[src/rtl/core/ssw_pkg.sv]
`timescale 1ns / 1ps
// Shared constants, types and helper functions of the spaced-seed word generator.
// Used by every module and interface of the block; depends on nothing else.
package ssw_pkg;

  localparam int unsigned MAX_WIDTH  = 32;
  localparam int unsigned FRAMES     = 6;

  localparam int unsigned WORD_W     = 32;
  localparam int unsigned ALPHA_W    = 5;
  localparam int unsigned LETTER_W   = 5;
  localparam int unsigned FRAME_W    = 3;
  localparam int unsigned FUNC_W     = 2;
  localparam int unsigned CFG_IDX_W  = 2;
  localparam int unsigned CFG_DATA_W = 32;

  localparam int unsigned PTR_W      = (MAX_WIDTH > 1) ? $clog2(MAX_WIDTH) : 1;
  localparam int unsigned CNT_W      = $clog2(MAX_WIDTH + 1);
  localparam int unsigned RING_DEPTH = FRAMES * MAX_WIDTH;
  localparam int unsigned RING_AW    = (RING_DEPTH > 1) ? $clog2(RING_DEPTH) : 1;
  localparam int unsigned PROD_W     = WORD_W + ALPHA_W;
  localparam int unsigned DIV_CNT_W  = $clog2(PROD_W);

  localparam logic [WORD_W-1:0] PAT_MASK = WORD_W'((64'd1 << MAX_WIDTH) - 64'd1);

  localparam logic [CFG_IDX_W-1:0] CFG_SEED_PATTERN   = 2'd0;
  localparam logic [CFG_IDX_W-1:0] CFG_ALPHABET_SIZE  = 2'd1;
  localparam logic [CFG_IDX_W-1:0] CFG_MIRROR_PATTERN = 2'd2;
  localparam logic [CFG_IDX_W-1:0] CFG_TABLE_SIZE     = 2'd3;

  localparam logic [FUNC_W-1:0] FN_LETTER = 2'd0;
  localparam logic [FUNC_W-1:0] FN_MARK   = 2'd1;
  localparam logic [FUNC_W-1:0] FN_CLEAR  = 2'd2;

  typedef struct packed {
    logic [WORD_W-1:0]  pattern;
    logic [ALPHA_W-1:0] alpha;
    logic               mirror;
    logic [WORD_W-1:0]  table_size;
    logic [CNT_W-1:0]   width;
    logic [CNT_W-1:0]   weight;
    logic               continuous;
  } cfg_t;

  typedef struct packed {
    logic                clear;
    logic                we;
    logic [FRAME_W-1:0]  wr_frame;
    logic [PTR_W-1:0]    wr_idx;
    logic [LETTER_W-1:0] wr_letter;
    logic                wr_good;
    logic [FRAME_W-1:0]  rd_frame;
    logic [PTR_W-1:0]    rd_idx;
  } ring_req_t;

  typedef struct packed {
    logic [WORD_W-1:0]   acc;
    logic [ALPHA_W-1:0]  radix;
    logic [LETTER_W-1:0] addend;
    logic [WORD_W-1:0]   rem;
    logic                shift_bit;
    logic [WORD_W-1:0]   divisor;
  } alu_in_t;

  typedef struct packed {
    logic [PROD_W-1:0] mac;
    logic [WORD_W-1:0] rem;
  } alu_out_t;

  function automatic logic [CNT_W-1:0] pat_width(input logic [WORD_W-1:0] p);
    logic [CNT_W-1:0] w;
    w = '0;
    for (int i = 0; i < MAX_WIDTH; i++) begin
      if (p[i]) begin
        w = CNT_W'(i + 1);
      end
    end
    return w;
  endfunction

  function automatic logic [CNT_W-1:0] pat_weight(input logic [WORD_W-1:0] p);
    logic [2:0]       nib [WORD_W/4];
    logic [CNT_W-1:0] sum;
    for (int i = 0; i < WORD_W / 4; i++) begin
      nib[i] = 3'(p[4*i]) + 3'(p[4*i+1]) + 3'(p[4*i+2]) + 3'(p[4*i+3]);
    end
    sum = '0;
    for (int i = 0; i < WORD_W / 4; i++) begin
      sum = sum + CNT_W'(nib[i]);
    end
    return sum;
  endfunction

endpackage

[src/rtl/core/ssw_in_if.sv]
`timescale 1ns / 1ps
// Request channel of the spaced-seed word generator: valid, ready and the item fields.
// Depends on ssw_pkg.
interface ssw_in_if import ssw_pkg::*; ();
  logic                valid;
  logic                ready;
  logic [FUNC_W-1:0]   func;
  logic [LETTER_W-1:0] letter;
  logic [FRAME_W-1:0]  frame;

  modport source (output valid, output func, output letter, output frame, input ready);
  modport sink (input valid, input func, input letter, input frame, output ready);
endinterface

[src/rtl/core/ssw_out_if.sv]
`timescale 1ns / 1ps
// Result channel of the spaced-seed word generator: valid, ready and the word fields.
// Depends on ssw_pkg.
interface ssw_out_if import ssw_pkg::*; ();
  logic              valid;
  logic              ready;
  logic [WORD_W-1:0] word_code;
  logic              word_valid;

  modport source (output valid, output word_code, output word_valid, input ready);
  modport sink (input valid, input word_code, input word_valid, output ready);
endinterface

[src/rtl/core/ssw_cfg.sv]
`timescale 1ns / 1ps
// Configuration registers with the pattern width, weight and kind derived at write time.
// Depends on ssw_pkg.
module ssw_cfg import ssw_pkg::*; (
  input  logic                  clk_i,
  input  logic                  rst_ni,
  input  logic                  cfg_we_i,
  input  logic [CFG_IDX_W-1:0]  cfg_idx_i,
  input  logic [CFG_DATA_W-1:0] cfg_wdata_i,
  output cfg_t                  cfg_o
);

  cfg_t              cfg_q, cfg_d;
  logic [WORD_W-1:0] pat_masked;
  logic [WORD_W-1:0] pat_eff;
  logic [CNT_W-1:0]  new_width;
  logic [CNT_W-1:0]  new_weight;

  assign pat_masked = WORD_W'(cfg_wdata_i) & PAT_MASK;
  assign pat_eff    = (pat_masked == '0) ? WORD_W'(1) : pat_masked;
  assign new_width  = pat_width(pat_eff);
  assign new_weight = pat_weight(pat_eff);

  always_comb begin
    cfg_d = cfg_q;
    if (cfg_we_i) begin
      unique case (cfg_idx_i)
        CFG_SEED_PATTERN: begin
          cfg_d.pattern    = pat_eff;
          cfg_d.width      = new_width;
          cfg_d.weight     = new_weight;
          cfg_d.continuous = (new_width == new_weight);
        end
        CFG_ALPHABET_SIZE:  cfg_d.alpha      = cfg_wdata_i[ALPHA_W-1:0];
        CFG_MIRROR_PATTERN: cfg_d.mirror     = cfg_wdata_i[0];
        CFG_TABLE_SIZE:     cfg_d.table_size = WORD_W'(cfg_wdata_i);
      endcase
    end
  end

  always_ff @(posedge clk_i or negedge rst_ni) begin
    if (!rst_ni) begin
      cfg_q.pattern    <= WORD_W'(1);
      cfg_q.alpha      <= ALPHA_W'(4);
      cfg_q.mirror     <= 1'b0;
      cfg_q.table_size <= WORD_W'(256);
      cfg_q.width      <= CNT_W'(1);
      cfg_q.weight     <= CNT_W'(1);
      cfg_q.continuous <= 1'b1;
    end else begin
      cfg_q <= cfg_d;
    end
  end

  assign cfg_o = cfg_q;

endmodule

[src/rtl/core/ssw_ring.sv]
`timescale 1ns / 1ps
// Letter ring memory of all frames with one good flag per entry and a registered read port.
// Depends on ssw_pkg.
module ssw_ring import ssw_pkg::*; (
  input  logic                clk_i,
  input  logic                rst_ni,
  input  ring_req_t           req_i,
  output logic [LETTER_W-1:0] rd_letter_o,
  output logic                rd_good_o
);

  logic [LETTER_W-1:0]   mem_q [RING_DEPTH];
  logic [RING_DEPTH-1:0] good_q;
  logic [LETTER_W-1:0]   rd_letter_q;
  logic                  rd_good_q;
  logic [RING_AW-1:0]    wr_addr;
  logic [RING_AW-1:0]    rd_addr;

  assign wr_addr = RING_AW'(req_i.wr_frame) * RING_AW'(MAX_WIDTH) + RING_AW'(req_i.wr_idx);
  assign rd_addr = RING_AW'(req_i.rd_frame) * RING_AW'(MAX_WIDTH) + RING_AW'(req_i.rd_idx);

  always_ff @(posedge clk_i) begin
    if (req_i.we) begin
      mem_q[wr_addr] <= req_i.wr_letter;
    end
    rd_letter_q <= mem_q[rd_addr];
  end

  // An entry that was never written since the last clear reads as bad.
  always_ff @(posedge clk_i or negedge rst_ni) begin
    if (!rst_ni) begin
      good_q    <= '0;
      rd_good_q <= 1'b0;
    end else begin
      if (req_i.clear) begin
        good_q <= '0;
      end else if (req_i.we) begin
        good_q[wr_addr] <= req_i.wr_good;
      end
      rd_good_q <= good_q[rd_addr];
    end
  end

  assign rd_letter_o = rd_letter_q;
  assign rd_good_o   = rd_good_q;

endmodule

[src/rtl/core/ssw_alu.sv]
`timescale 1ns / 1ps
// Shared arithmetic unit: radix multiply-add for word codes and one restoring remainder step.
// Depends on ssw_pkg.
module ssw_alu import ssw_pkg::*; (
  input  alu_in_t  in_i,
  output alu_out_t out_o
);

  logic [WORD_W:0] shifted;
  logic [WORD_W:0] diff;
  logic            ge;

  assign out_o.mac = PROD_W'(in_i.acc) * PROD_W'(in_i.radix) + PROD_W'(in_i.addend);

  assign shifted   = {in_i.rem, in_i.shift_bit};
  assign ge        = (shifted >= {1'b0, in_i.divisor});
  assign diff      = shifted - {1'b0, in_i.divisor};
  assign out_o.rem = ge ? diff[WORD_W-1:0] : shifted[WORD_W-1:0];

endmodule

[src/rtl/core/spaced_seed_word_generator_top.sv]
`timescale 1ns / 1ps
// Top level of the spaced-seed word generator: sequencer, per-frame state and result register.
// Depends on ssw_pkg, ssw_in_if, ssw_out_if, ssw_cfg, ssw_ring and ssw_alu.
//
//   Channel  Dir  Handshake          Contents
//   in_i     in   valid/ready        func, letter, frame
//   out_o    out  valid/ready        word_code, word_valid
//   cfg      in   cfg_we_i           cfg_idx_i, cfg_wdata_i
//
// A spaced-pattern letter runs through a pointer fix-up, the ring write, one ring read per
// pattern position through the shared multiply-add, and a drain step. A contiguous-pattern
// letter runs the multiply-add and then the one-bit-per-cycle remainder (the multiply-add
// alone when table_size is zero); clears, ignored requests and contiguous-pattern marks go
// straight to the done state, and a spaced-pattern mark takes the pointer fix-up and ring write.
// Reset clears all frames at once; a finished result waits in the output register while
// the next request is taken, and the sequencer stalls only when a second result is ready.
module spaced_seed_word_generator_top import ssw_pkg::*; (
  input  logic                  clk_i,
  input  logic                  rst_ni,
  input  logic                  cfg_we_i,
  input  logic [CFG_IDX_W-1:0]  cfg_idx_i,
  input  logic [CFG_DATA_W-1:0] cfg_wdata_i,
  ssw_in_if.sink                in_i,
  ssw_out_if.source             out_o
);

  localparam logic [2:0] ST_IDLE   = 3'd0;
  localparam logic [2:0] ST_REDUCE = 3'd1;
  localparam logic [2:0] ST_SCAN   = 3'd2;
  localparam logic [2:0] ST_DRAIN  = 3'd3;
  localparam logic [2:0] ST_MUL    = 3'd4;
  localparam logic [2:0] ST_DIV    = 3'd5;
  localparam logic [2:0] ST_DONE   = 3'd6;

  logic [2:0]           state_q, state_d;
  logic [FUNC_W-1:0]    func_q, func_d;
  logic [LETTER_W-1:0]  letter_q, letter_d;
  logic [FRAME_W-1:0]   frame_q, frame_d;
  logic [PTR_W-1:0]     red_q, red_d;
  logic [PTR_W-1:0]     s_q, s_d;
  logic [PTR_W-1:0]     q_q, q_d;
  logic                 pend_q, pend_d;
  logic                 pick_q, pick_d;
  logic [WORD_W-1:0]    acc_q, acc_d;
  logic                 ok_q, ok_d;
  logic [PROD_W-1:0]    div_q, div_d;
  logic [WORD_W-1:0]    rem_q, rem_d;
  logic [DIV_CNT_W-1:0] dcnt_q, dcnt_d;
  logic [WORD_W-1:0]    res_code_q, res_code_d;
  logic                 res_vld_q, res_vld_d;
  logic                 out_vld_q, out_vld_d;
  logic [WORD_W-1:0]    out_code_q, out_code_d;
  logic                 out_wv_q, out_wv_d;

  logic [PTR_W-1:0]     ring_ptr_q [FRAMES];
  logic [PTR_W-1:0]     ring_ptr_d [FRAMES];
  logic [WORD_W-1:0]    roll_q [FRAMES];
  logic [WORD_W-1:0]    roll_d [FRAMES];
  logic [WORD_W-1:0]    cd_q [FRAMES];
  logic [WORD_W-1:0]    cd_d [FRAMES];

  cfg_t                 cfg;
  ring_req_t            ring_req;
  logic [LETTER_W-1:0]  rd_letter;
  logic                 rd_good;
  alu_in_t              alu_in;
  alu_out_t             alu_out;

  logic                 in_fire;
  logic                 out_free;
  logic [WORD_W-1:0]    top_bit;
  logic [CNT_W-1:0]     ptr_step;
  logic [PTR_W-1:0]     ptr_next;
  logic                 red_ge;
  logic [CNT_W-1:0]     red_diff;
  logic [CNT_W-1:0]     pos_full;
  logic [CNT_W-1:0]     q_inc;
  logic [PTR_W-1:0]     q_next;
  logic                 s_last;
  logic                 take;
  logic                 ok_upd;
  logic [WORD_W-1:0]    acc_upd;
  logic [WORD_W-1:0]    cd_shift;
  logic                 cd_zero;

  ssw_cfg u_cfg (
    .clk_i       (clk_i),
    .rst_ni      (rst_ni),
    .cfg_we_i    (cfg_we_i),
    .cfg_idx_i   (cfg_idx_i),
    .cfg_wdata_i (cfg_wdata_i),
    .cfg_o       (cfg)
  );

  ssw_ring u_ring (
    .clk_i       (clk_i),
    .rst_ni      (rst_ni),
    .req_i       (ring_req),
    .rd_letter_o (rd_letter),
    .rd_good_o   (rd_good)
  );

  ssw_alu u_alu (
    .in_i  (alu_in),
    .out_o (alu_out)
  );

  assign in_i.ready = (state_q == ST_IDLE);
  assign in_fire    = in_i.valid && in_i.ready;
  assign out_free   = !out_vld_q || out_o.ready;

  assign top_bit  = WORD_W'(1) << (cfg.weight - CNT_W'(1));
  assign ptr_step = CNT_W'(ring_ptr_q[frame_q]) + CNT_W'(1);
  assign ptr_next = (ptr_step >= cfg.width) ? '0 : ptr_step[PTR_W-1:0];
  assign red_ge   = (CNT_W'(red_q) >= cfg.width);
  assign red_diff = CNT_W'(red_q) - cfg.width;
  assign pos_full = cfg.mirror ? (cfg.width - CNT_W'(1) - CNT_W'(s_q)) : CNT_W'(s_q);
  assign q_inc    = CNT_W'(q_q) + CNT_W'(1);
  assign q_next   = (q_inc == cfg.width) ? '0 : q_inc[PTR_W-1:0];
  assign s_last   = (CNT_W'(s_q) + CNT_W'(1) == cfg.width);

  assign take     = pend_q && pick_q;
  assign ok_upd   = ok_q && !(take && !rd_good);
  assign acc_upd  = take ? alu_out.mac[WORD_W-1:0] : acc_q;
  assign cd_shift = cd_q[frame_q] >> 1;
  assign cd_zero  = (cd_shift == '0);

  always_comb begin
    alu_in.acc       = (state_q == ST_MUL) ? roll_q[frame_q] : acc_q;
    alu_in.radix     = cfg.alpha;
    alu_in.addend    = (state_q == ST_MUL) ? letter_q : rd_letter;
    alu_in.rem       = rem_q;
    alu_in.shift_bit = div_q[PROD_W-1];
    alu_in.divisor   = cfg.table_size;
  end

  always_comb begin
    state_d    = state_q;
    func_d     = func_q;
    letter_d   = letter_q;
    frame_d    = frame_q;
    red_d      = red_q;
    s_d        = s_q;
    q_d        = q_q;
    pend_d     = pend_q;
    pick_d     = pick_q;
    acc_d      = acc_q;
    ok_d       = ok_q;
    div_d      = div_q;
    rem_d      = rem_q;
    dcnt_d     = dcnt_q;
    res_code_d = res_code_q;
    res_vld_d  = res_vld_q;
    out_vld_d  = out_vld_q;
    out_code_d = out_code_q;
    out_wv_d   = out_wv_q;
    ring_ptr_d = ring_ptr_q;
    roll_d     = roll_q;
    cd_d       = cd_q;

    ring_req.clear     = 1'b0;
    ring_req.we        = 1'b0;
    ring_req.wr_frame  = frame_q;
    ring_req.wr_idx    = red_q;
    ring_req.wr_letter = letter_q;
    ring_req.wr_good   = (func_q == FN_LETTER);
    ring_req.rd_frame  = frame_q;
    ring_req.rd_idx    = q_q;

    if (out_vld_q && out_o.ready) begin
      out_vld_d = 1'b0;
    end

    unique case (state_q)
      ST_IDLE: begin
        if (in_fire) begin
          func_d     = in_i.func;
          letter_d   = in_i.letter;
          frame_d    = in_i.frame;
          res_code_d = '0;
          res_vld_d  = 1'b0;
          priority if (in_i.func == FN_CLEAR) begin
            ring_req.clear = 1'b1;
            for (int f = 0; f < FRAMES; f++) begin
              ring_ptr_d[f] = '0;
              roll_d[f]     = '0;
              cd_d[f]       = top_bit;
            end
            state_d = ST_DONE;
          end else if ((in_i.func != FN_LETTER && in_i.func != FN_MARK) ||
                       in_i.frame >= FRAME_W'(FRAMES)) begin
            state_d = ST_DONE;
          end else if (cfg.continuous) begin
            if (in_i.func == FN_MARK) begin
              roll_d[in_i.frame] = '0;
              cd_d[in_i.frame]   = top_bit;
              state_d            = ST_DONE;
            end else begin
              state_d = ST_MUL;
            end
          end else begin
            red_d   = ring_ptr_q[in_i.frame];
            state_d = ST_REDUCE;
          end
        end
      end
      ST_REDUCE: begin
        if (red_ge) begin
          red_d = red_diff[PTR_W-1:0];
        end else begin
          ring_req.we         = 1'b1;
          ring_ptr_d[frame_q] = ptr_next;
          if (func_q == FN_MARK) begin
            state_d = ST_DONE;
          end else begin
            q_d     = ptr_next;
            s_d     = '0;
            acc_d   = '0;
            ok_d    = 1'b1;
            pend_d  = 1'b0;
            state_d = ST_SCAN;
          end
        end
      end
      ST_SCAN: begin
        acc_d  = acc_upd;
        ok_d   = ok_upd;
        pend_d = 1'b1;
        pick_d = cfg.pattern[pos_full[PTR_W-1:0]];
        s_d    = s_q + PTR_W'(1);
        q_d    = q_next;
        if (s_last) begin
          state_d = ST_DRAIN;
        end
      end
      ST_DRAIN: begin
        pend_d           = 1'b0;
        res_vld_d        = ok_upd;
        res_code_d       = ok_upd ? acc_upd : '0;
        cd_d[frame_q]    = ok_upd ? '0 : WORD_W'(1);
        state_d          = ST_DONE;
      end
      ST_MUL: begin
        if (cfg.table_size == '0) begin
          roll_d[frame_q] = alu_out.mac[WORD_W-1:0];
          cd_d[frame_q]   = cd_shift;
          res_vld_d       = cd_zero;
          res_code_d      = cd_zero ? alu_out.mac[WORD_W-1:0] : '0;
          state_d         = ST_DONE;
        end else begin
          div_d   = alu_out.mac;
          rem_d   = '0;
          dcnt_d  = DIV_CNT_W'(PROD_W - 1);
          state_d = ST_DIV;
        end
      end
      ST_DIV: begin
        rem_d  = alu_out.rem;
        div_d  = div_q << 1;
        dcnt_d = dcnt_q - DIV_CNT_W'(1);
        if (dcnt_q == '0) begin
          roll_d[frame_q] = alu_out.rem;
          cd_d[frame_q]   = cd_shift;
          res_vld_d       = cd_zero;
          res_code_d      = cd_zero ? alu_out.rem : '0;
          state_d         = ST_DONE;
        end
      end
      ST_DONE: begin
        if (out_free) begin
          out_vld_d  = 1'b1;
          out_code_d = res_code_q;
          out_wv_d   = res_vld_q;
          state_d    = ST_IDLE;
        end
      end
      default: begin
        state_d = ST_IDLE;
      end
    endcase
  end

  always_ff @(posedge clk_i or negedge rst_ni) begin
    if (!rst_ni) begin
      state_q   <= ST_IDLE;
      out_vld_q <= 1'b0;
      pend_q    <= 1'b0;
      for (int f = 0; f < FRAMES; f++) begin
        ring_ptr_q[f] <= '0;
        roll_q[f]     <= '0;
        cd_q[f]       <= WORD_W'(1);
      end
    end else begin
      state_q    <= state_d;
      out_vld_q  <= out_vld_d;
      pend_q     <= pend_d;
      ring_ptr_q <= ring_ptr_d;
      roll_q     <= roll_d;
      cd_q       <= cd_d;
    end
  end

  always_ff @(posedge clk_i) begin
    func_q     <= func_d;
    letter_q   <= letter_d;
    frame_q    <= frame_d;
    red_q      <= red_d;
    s_q        <= s_d;
    q_q        <= q_d;
    pick_q     <= pick_d;
    acc_q      <= acc_d;
    ok_q       <= ok_d;
    div_q      <= div_d;
    rem_q      <= rem_d;
    dcnt_q     <= dcnt_d;
    res_code_q <= res_code_d;
    res_vld_q  <= res_vld_d;
    out_code_q <= out_code_d;
    out_wv_q   <= out_wv_d;
  end

  assign out_o.valid      = out_vld_q;
  assign out_o.word_code  = out_code_q;
  assign out_o.word_valid = out_wv_q;

  a_ring_write_in_range: assert property (@(posedge clk_i) disable iff (!rst_ni)
    ring_req.we |-> (CNT_W'(ring_req.wr_idx) < cfg.width))
    else $error("Ring write beyond the pattern width.");

  a_pointer_in_range: assert property (@(posedge clk_i) disable iff (!rst_ni)
    (state_q == ST_REDUCE && ring_req.we) |=> (CNT_W'(ring_ptr_q[frame_q]) < cfg.width))
    else $error("Ring pointer left the pattern width after a step.");

  a_scan_in_range: assert property (@(posedge clk_i) disable iff (!rst_ni)
    (state_q == ST_SCAN) |-> (CNT_W'(s_q) < cfg.width && CNT_W'(q_q) < cfg.width))
    else $error("Scan position beyond the pattern width.");

  a_remainder_bound: assert property (@(posedge clk_i) disable iff (!rst_ni)
    (state_q == ST_DIV) |-> (rem_q < cfg.table_size))
    else $error("Partial remainder not below the table size.");

  a_result_from_done: assert property (@(posedge clk_i) disable iff (!rst_ni)
    $rose(out_vld_q) |-> ($past(state_q) == ST_DONE))
    else $error("Result register loaded outside the done state.");

endmodule
[src/flat_wrapper.sv]
// flat-port wrapper written by rule: the top's interface ports become plain ports
module spaced_seed_word_generator_top_flat import ssw_pkg::*;
  (clk_i, rst_ni, cfg_we_i, cfg_idx_i, cfg_wdata_i, in_i_valid, in_i_func, in_i_letter, in_i_frame, in_i_ready, out_o_valid, out_o_word_code, out_o_word_valid, out_o_ready);
  ssw_in_if in_i_i ();
  ssw_out_if out_o_i ();
  input  logic clk_i;
  input  logic rst_ni;
  input  logic cfg_we_i;
  input  logic [CFG_IDX_W-1:0] cfg_idx_i;
  input  logic [CFG_DATA_W-1:0] cfg_wdata_i;
  input wire logic [$bits(in_i_i.valid)-1:0] in_i_valid;
  input wire logic [$bits(in_i_i.func)-1:0] in_i_func;
  input wire logic [$bits(in_i_i.letter)-1:0] in_i_letter;
  input wire logic [$bits(in_i_i.frame)-1:0] in_i_frame;
  output wire logic [$bits(in_i_i.ready)-1:0] in_i_ready;
  output wire logic [$bits(out_o_i.valid)-1:0] out_o_valid;
  output wire logic [$bits(out_o_i.word_code)-1:0] out_o_word_code;
  output wire logic [$bits(out_o_i.word_valid)-1:0] out_o_word_valid;
  input wire logic [$bits(out_o_i.ready)-1:0] out_o_ready;
  assign in_i_i.valid = in_i_valid;
  assign in_i_i.func = in_i_func;
  assign in_i_i.letter = in_i_letter;
  assign in_i_i.frame = in_i_frame;
  assign in_i_ready = in_i_i.ready;
  assign out_o_valid = out_o_i.valid;
  assign out_o_word_code = out_o_i.word_code;
  assign out_o_word_valid = out_o_i.word_valid;
  assign out_o_i.ready = out_o_ready;
  spaced_seed_word_generator_top u_core (.clk_i(clk_i), .rst_ni(rst_ni), .cfg_we_i(cfg_we_i), .cfg_idx_i(cfg_idx_i), .cfg_wdata_i(cfg_wdata_i), .in_i(in_i_i), .out_o(out_o_i));
endmodule
[config.mk]
export PLATFORM = sky130hd
export DESIGN_NAME = spaced_seed_word_generator_top_flat
export DESIGN_NICKNAME = d
export VERILOG_FILES = /design/src/rtl/core/ssw_pkg.sv /design/src/rtl/core/ssw_in_if.sv /design/src/rtl/core/ssw_out_if.sv /design/src/rtl/core/ssw_cfg.sv /design/src/rtl/core/ssw_ring.sv /design/src/rtl/core/ssw_alu.sv /design/src/rtl/core/spaced_seed_word_generator_top.sv /design/src/flat_wrapper.sv
export SDC_FILE = /design/constraint.sdc
export NUM_CORES = 2
export LEC_CHECK = 0
export BUFFER_PORTS_ARGS = -buffer_cell sky130_fd_sc_hd__buf_2
export CORE_ASPECT_RATIO = 1.2
export CORE_MARGIN = 5
export CORE_UTILIZATION = 26
export CTS_BUF_LIST = sky130_fd_sc_hd__clkbuf_8
export DETAILED_ROUTE_END_ITERATION = 12
export PLACE_DENSITY = 0.51
export SYNTH_ARGS = -nofsm -noshare
export SYNTH_HDL_FRONTEND = slang
export SYNTH_SLANG_ARGS = --single-unit
[constraint.sdc]
create_clock -name clk_i -period 21.7 [get_ports clk_i]
set_input_delay 2.17 -clock clk_i [delete_from_list [all_inputs] [get_ports clk_i]]
set_output_delay 2.17 -clock clk_i [all_outputs]
set_load 0.02 [all_outputs]
### Word level (Yosys, flattened, before mapping)

Memory sizes are Yosys's and may differ from the RTL's. A register that Yosys moved wholly into a read port is not among the register bits.
Cells that the tools add are included.

| word-level totals | value |
|---|---|
| register bits | 895 |
| RAM bits | 960 |
| bits of input ports | 49 |
| output and inout bits | 35 |
| word-level logic and storage cells | 339 |
| memories | 1 |

Memory list:

| name | depth | width | rd ports | clocked after memory_dff | wr ports | RTL line | RTL |
|---|---|---|---|---|---|---|---|
| u_core.u_ring.mem_q | 192 | 5 | 1 | 1 | 1 | ssw_ring.sv:12 | `logic [LETTER_W-1:0] mem_q [RING_DEPTH];` |

| cells by class | value |
|---|---|
| add/subtract/negate cells | 44 |
| multiply operators | 1 |
| $lt $le $gt $ge | 12 |
| equal/unequal tests | 32 |
| shifts and indexed selects | 1 |
| mux-type cells | 154 |
| bitwise gates (word level) | 4 |
| reduce and logical (&&, ||, !) cells | 44 |

Operators with widths:

| cell | number |
|---|---|
| 2-to-1 mux 192 bit | 16 |
| bitwise mux 192 bit | 6 |
| case mux 192 bit (4 select lines) | 1 |
| 2-to-1 mux 32 bit | 19 |
| case mux 192 bit (3 select lines) | 1 |
| AND 192 bit | 1 |
| binary-select mux 32 bit (select 3 bit) | 2 |
| demux 32 bit (select 3 bit) | 2 |
| 2-to-1 mux 6 bit | 32 |
| inverter 192 bit | 1 |
| case mux 32 bit (2 select lines) | 2 |
| case mux 32 bit (4 select lines) | 1 |
| zero test 32 bit | 3 |
| 2-to-1 mux 30 bit | 3 |
| 2-to-1 mux 5 bit | 18 |
| case mux 37 bit (2 select lines) | 1 |
| case mux 30 bit (2 select lines) | 1 |
| adder 37 x 5 -> 37 bit | 1 |
| multiplier 32 x 5 -> 37 bit | 1 |
| 2-to-1 mux 37 bit | 1 |
| >= comparator 33 x 32 -> 1 bit | 1 |
| left shift 1 x 6 -> 32 bit (first input constant) | 1 |
| subtractor 32 bit | 1 |
| binary-select mux 5 bit (select 3 bit) | 2 |
| 60 further kinds | 174 |

### Depth between registers and ports, before layout

| logic depth | value |
|---|---|
| depth after elaboration | 35 |
| gate-level depth with buffers | 29 |

### Modules after synthesis

Synthesis repeated with hierarchy kept, for this count alone.

| second synthesis, totals | value |
|---|---|
| cells, all modules | 7046 |
| area total of the unflattened synthesis | 90320.4 µm² |

Modules (own cells, without submodules):

| module | times used | cells an instance | area an instance (µm²) | seq. area each (µm²) |
|---|---|---|---|---|
| ssw_ring | 1 | 2896 | 47317.9 | 33757.4 |
| spaced_seed_word_generator_top | 1 | 2622 | 30481.7 | 16340.7 |
| ssw_alu | 1 | 1092 | 8191.6 | 0.0 |
| ssw_cfg | 1 | 436 | 4329.2 | 2059.5 |

### Worst setup path after synthesis

No wires, ideal clock.

| timing | value |
|---|---|
| kind | in2reg |
| start point | input cfg_wdata_i[19] |
| end point | register u_core.u_cfg.cfg_q (netlist bit u_core.u_cfg.cfg_o[0]) |
| data arrival time | 7.677 ns |
| slack | 13.927 ns |
| cell stages on the path | 24 |
| path buffers | 0 |
| cells stage by stage | nor4_1 -> nand2_1 -> nor3_1 -> a41o_1 -> fa_1 -> fa_1 -> fa_1 -> fa_1 -> fa_1 -> inv_1 -> fa_1 -> inv_1 -> ha_1 -> inv_1 -> fa_1 -> inv_1 -> a21o_1 -> a21oi_1 -> xor2_1 -> xnor2_1 -> nand3_1 -> o21ai_0 -> nand4_1 -> o32ai_1 |

| on the way | value |
|---|---|
| longest elaborated chain between the ends | 35 |
| elaborated cells on any way between the ends | 66 |

RTL lines:

| what | RTL line | RTL |
|---|---|---|
| from (decl) | flat_wrapper.sv:10 | `input logic [CFG_DATA_W-1:0] cfg_wdata_i;` |
| zero test 32 bit * | ssw_cfg.sv:20 | `assign pat_eff = (pat_masked == '0) ? WORD_W'(1) : pat_masked;` |
| 2-to-1 mux 32 bit * | ssw_cfg.sv:20 |  |
| net u_core.u_cfg.pat_eff[0] | ssw_cfg.sv:15 | `logic [WORD_W-1:0] pat_eff;` |
| branches (longest 32 deep; another with adder 5 x 3 -> 6 bit) | -- |  |
| == test 6 bit * | ssw_cfg.sv:32 | `cfg_d.continuous = (new_width == new_weight);` |
| to (signal assigned) | ssw_cfg.sv:51 | `cfg_q <= cfg_d;` |
| to (decl) | ssw_cfg.sv:13 | `cfg_t cfg_q, cfg_d;` |

Mark *: on every way through the listed nets, which the timed path passes.
A chain may end at the register's enable or synchronous reset.

### Final worst setup path

| timing | value |
|---|---|
| start point | register u_core.frame_q[1] |
| end point | register u_core.roll_q[95] (netlist bit) |

| on the way | value |
|---|---|
| longest elaborated chain between the ends | 10 |
| elaborated cells on any way between the ends | 17 |

RTL lines:

| what | RTL line | RTL |
|---|---|---|
| from (decl) | spaced_seed_word_generator_top.sv:38 | `logic [FRAME_W-1:0] frame_q, frame_d;` |
| from (signal assigned) | spaced_seed_word_generator_top.sv:306 | `frame_q <= frame_d;` |
| inverter 3 -> 4 bit (implied by the code) * | spaced_seed_word_generator_top.sv:129, spaced_seed_word_generator_top.sv:245, spaced_seed_word_generator_top.sv:262 |  |
| binary-select mux 32 bit (select 3 bit) | spaced_seed_word_generator_top.sv:129 | `alu_in.acc = (state_q == ST_MUL) ? roll_q[frame_q] : acc_q;` |
| 2-to-1 mux 32 bit (implied by the code) (2 in series) | spaced_seed_word_generator_top.sv:129 |  |
| 2-to-1 mux 32 bit | spaced_seed_word_generator_top.sv:129 |  |
| multiplier 32 x 5 -> 37 bit | ssw_alu.sv:13 | `assign out_o.mac = PROD_W'(in_i.acc) * PROD_W'(in_i.radix) + PROD_W'(in_i.addend);` |
| adder 37 x 5 -> 37 bit | ssw_alu.sv:13 |  |
| bitwise mux 192 bit | spaced_seed_word_generator_top.sv:245 | `roll_d[frame_q] = alu_out.mac[WORD_W-1:0];` |
| 2-to-1 mux 192 bit | spaced_seed_word_generator_top.sv:244 | `if (cfg.table_size == '0) begin` |
| case mux 192 bit (3 select lines) * | spaced_seed_word_generator_top.sv:174 | `unique case (state_q)` |
| to (signal assigned) | spaced_seed_word_generator_top.sv:298 | `roll_q <= roll_d;` |
| to (decl) | spaced_seed_word_generator_top.sv:57 | `logic [WORD_W-1:0] roll_q [FRAMES];` |

Mark *: on every way between the ends. The rest lies on a longest branch, timed or not. The select of a mux whose other input is x is not followed.

==> results_dict.tcl <==
set metrics [dict create \
    cts_setup_buffers 0 \
    htree_levels 5 \
    drive_gt1_share_pct 12.74 \
    die_h_um 653.1 \
    crit_required_ps 22470 \
    setup_tns_ps 0 \
    rows 236 \
    multi_input_area_um2 34600 \
    ys_ff_latch 1853 \
    cts_resized 0 \
    synthFlopType "edfxtp_1" \
    die-area_um2 356600 \
    synthArstFlopShare_pct 37.13 \
    worst_skew_pair.late_latency_ps 1010 \
    clock_sinks 1853 \
    synth_area_leaders "edfxtp_1 39%, dfrtp_1 19%, o21ai_0 4.5%, mux4_2 4.0%, nand2_1 3.8%" \
    yosysTopAreaCell "edfxtp_1" \
    r2r_slack_ps 12990 \
    routabilityCongestion 0.8806 \
    viasPerCell 5.190 \
    ys_top_cells_by_count "1160 x edfxtp_1, 916 x nand2_1, 804 x o21ai_0" \
    vias 64350 \
    synth_warnings 0 \
    routed_wl_mm 297.5 \
    die_w_um 545.9 \
    worstPathArrival_ps 9490 \
    syn_area_um2 89610 \
    drtIter0Drc 6094 \
    seqCellArea_um2 52160 \
    cts.hold.buffers_added 0 \
    crit_end "u_core.roll_q[95]" \
    netlist.area_leader.share_pct 38.87 \
    tightest_slew_ps 1390 \
    yosysSeqAreaShare_pct 58.20 \
    gr-usage-all-layers_pct 16.07 \
    grt-ovfl-total 0 \
    numCtsBuffers 311 \
    slowest_stage "edfxtp_1" \
    port_buffers 83 \
    skew_ps 127.5 \
    finalSetupViolCount 0 \
    p_leak_nw 36.86 \
    ant_nets 0 \
    ff2ff_path_depth 22 \
    first_pass_iters 6 \
    end_kind "flop" \
    root_buffer "clkbuf_8" \
    worstReg2RegStart "u_core.frame_q[1]" \
    timing.critical_path.from "u_core.frame_q[1]" \
    synthesis.nets 7928 \
    antenna_found_initial 17 \
    grt_max_degree 189 \
    grt_pass1_vias 65430 \
    slew_headroom_pct 7.361 \
    initial_core_util_pct 26.07 \
    crit_type "reg -> reg" \
    core_um2 343700 \
    hold_path_class "reg -> reg" \
    synth-edff-count 1160 \
    grt_pass1_wl_mm 438.7 \
    yosysMostFrequentCell "edfxtp_1" \
    hold_viol_final 0 \
    routedWlPerCell_um 24.00 \
    syn_to_final_growth_pct 12.56 \
    max_cap_viol_count 0 \
    fmax_ghz 0.1148 \
    power_density_nw_per_um2 153.9 \
    fin_crit_sh_pct 40.15 \
    peakVddDrop_mv 0.1580 \
    status "completed" \
    cts_buffer_depth 4 \
    synthDistinctLibCells 88 \
    fin_nets 7925 \
    max_stage_delay_ps 1140 \
    n_fill_cell 35220 \
    slew_viol_final 0 \
    io_pins 84 \
    rsz0062_at_grt "false" \
    path_max_fanout 55 \
    clkTransAtPathRegs_ps 60 \
    finalCriticalPeriod_ps 8713 \
    cts_tree "built" \
    worstPathCellList "nor2b_4 > buf_4 > nand2_1 > o211ai_1 > o21ai_0 > o21ai_0 > nand2_1 > fa_1 > fa_1 > inv_1 > fa_1 > ha_1 > o211ai_1 > o21ai_0 > o2111ai_1 > a211oi_1 > o21a_1 > mux2i_1 > nand2_1 > a211oi_2 > nor2_1 > a2bb2oi_1" \
    hpwl_mm 192.0 \
    holdWs_ps 384.2 \
    r2r-end "u_core.roll_q[95]" \
    synth.avg_cell_area_um2 11.76 \
    syn_inst 7622 \
    critPathLaunchType "flop" \
    route.detailed.drc 0 \
]
-- worst max-delay path: cells and delay by family (launching register included) --
family | cells | cell delay (ps)
flops | 1 | 1140
simple gates | 5 | 940
compound gates | 10 | 3680
mux | 1 | 190
buf+inv | 2 | 710
fa+ha+maj | 4 | 1830
-- sequential cells by signal (all words and copies together) (netlist names), 2 cells and up --
signal and cells:
u_core.letter_q 5, u_core.out_o.word_code 32, u_core.frame_q 3, u_core.u_ring.good_q 192, u_core.ring_ptr_q 30, u_core.roll_q 192, u_core.cd_q 186, u_core.red_q 5
u_core.u_ring.mem_q 960, u_core.state_q 3, u_core.u_cfg.cfg_o 82, u_core.rem_q 32, u_core.acc_q 32, u_core.div_q 37, u_core.func_q 2, u_core.u_ring.rd_letter_o 5
u_core.s_q 5, u_core.q_q 5, u_core.res_code_q 32, u_core.dcnt_q 6
-- worst min-delay path by stage --
stage                                      from  slack (ps)  cells after the start                         end
after floorplan            u_core.res_code_q[0]         400                      0   u_core.out_o.word_code[0]
after global placement     u_core.res_code_q[2]         410                      0   u_core.out_o.word_code[2]
after detailed placement  u_core.res_code_q[23]         410                      0  u_core.out_o.word_code[23]
after CTS                 u_core.res_code_q[16]         380                      0  u_core.out_o.word_code[16]
after global routing      u_core.res_code_q[16]         390                      0  u_core.out_o.word_code[16]
final                     u_core.res_code_q[16]         380                      0  u_core.out_o.word_code[16]
-- kinds of logic (layout without fill, tap and decap cells) --
group	Yosys count	after routing	synth area share, %
other cells	0	6	0
mux	603	603	9.141
fa+ha+maj	257	257	4.610
flops	1853	1853	58.20
compound gates	2259	2259	15.35
buf+inv	784	1033	3.449
xor+xnor	73	73	0.7135
simple gates	1793	1793	8.531
-- area by class of cell --
type	instances	share of cell area, %
Sequential cell	1853	51.71
Multi-Input combinational cell	4985	34.31
Clock inverter	220	1.111
Timing Repair Buffer	244	1.707
Tap cell	4522	5.609
Inverter	224	0.8336
Antenna cell	6	0.01489
Clock buffer	345	4.708
-- where the power goes --
| part | switching [mW] | internal (mW) | total, mW | leakage (nW) |
|---|---|---|---|---|
| registers | 0.378 | 4.57 | 4.95 | 19.5 |
| clock network | 1.47 | 1.53 | 2.99 | 3.39 |
| logic | 5.03 | 2.55 | 7.58 | 14.0 |
| total | 6.88 | 8.64 | 15.5 | 36.9 |
-- layer usage --
metal	GRT usage (%)	vias up	part of all wire, %	wire [um]
met4	7.336	12	4.8	14400
met2	28.25	2540	50	149000
met3	2.508	701	5.9	17620
met5	0	-	0.025	74
met1	19.34	32760	39	116500
li1	-	28330	-	-
-- placed cells by master, fill, tap and decap left out, types with 161 or more instances in the layout --
cell	netlist	routed
edfxtp_1	1160	1160
nand2_1	916	904
o21ai_0	804	796
dfrtp_1	682	682
a21oi_1	524	521
nor2_1	478	474
clkbuf_8	0	345
inv_1	223	335
mux2i_1	329	329
a22oi_1	210	210
o22ai_1	205	205
mux4_2	161	161
-- stage by stage --
stage                     instances  total power, mW  instance area (um2)  setup slack [ps]  utilization [%]
final                         12400            15.52               100900             12990            29.35
after global routing          12400            16.43               100900             12560            29.34
after CTS                     12390            15.59               100900             13120            29.34
after detailed placement      11830            12.55                94980             13100            27.63
after global placement        11830            12.44                94980             12920            27.63
after floorplan                7622            9.885                89610             13930                -
No activity file was read; power rests on OpenSTA's default activity.
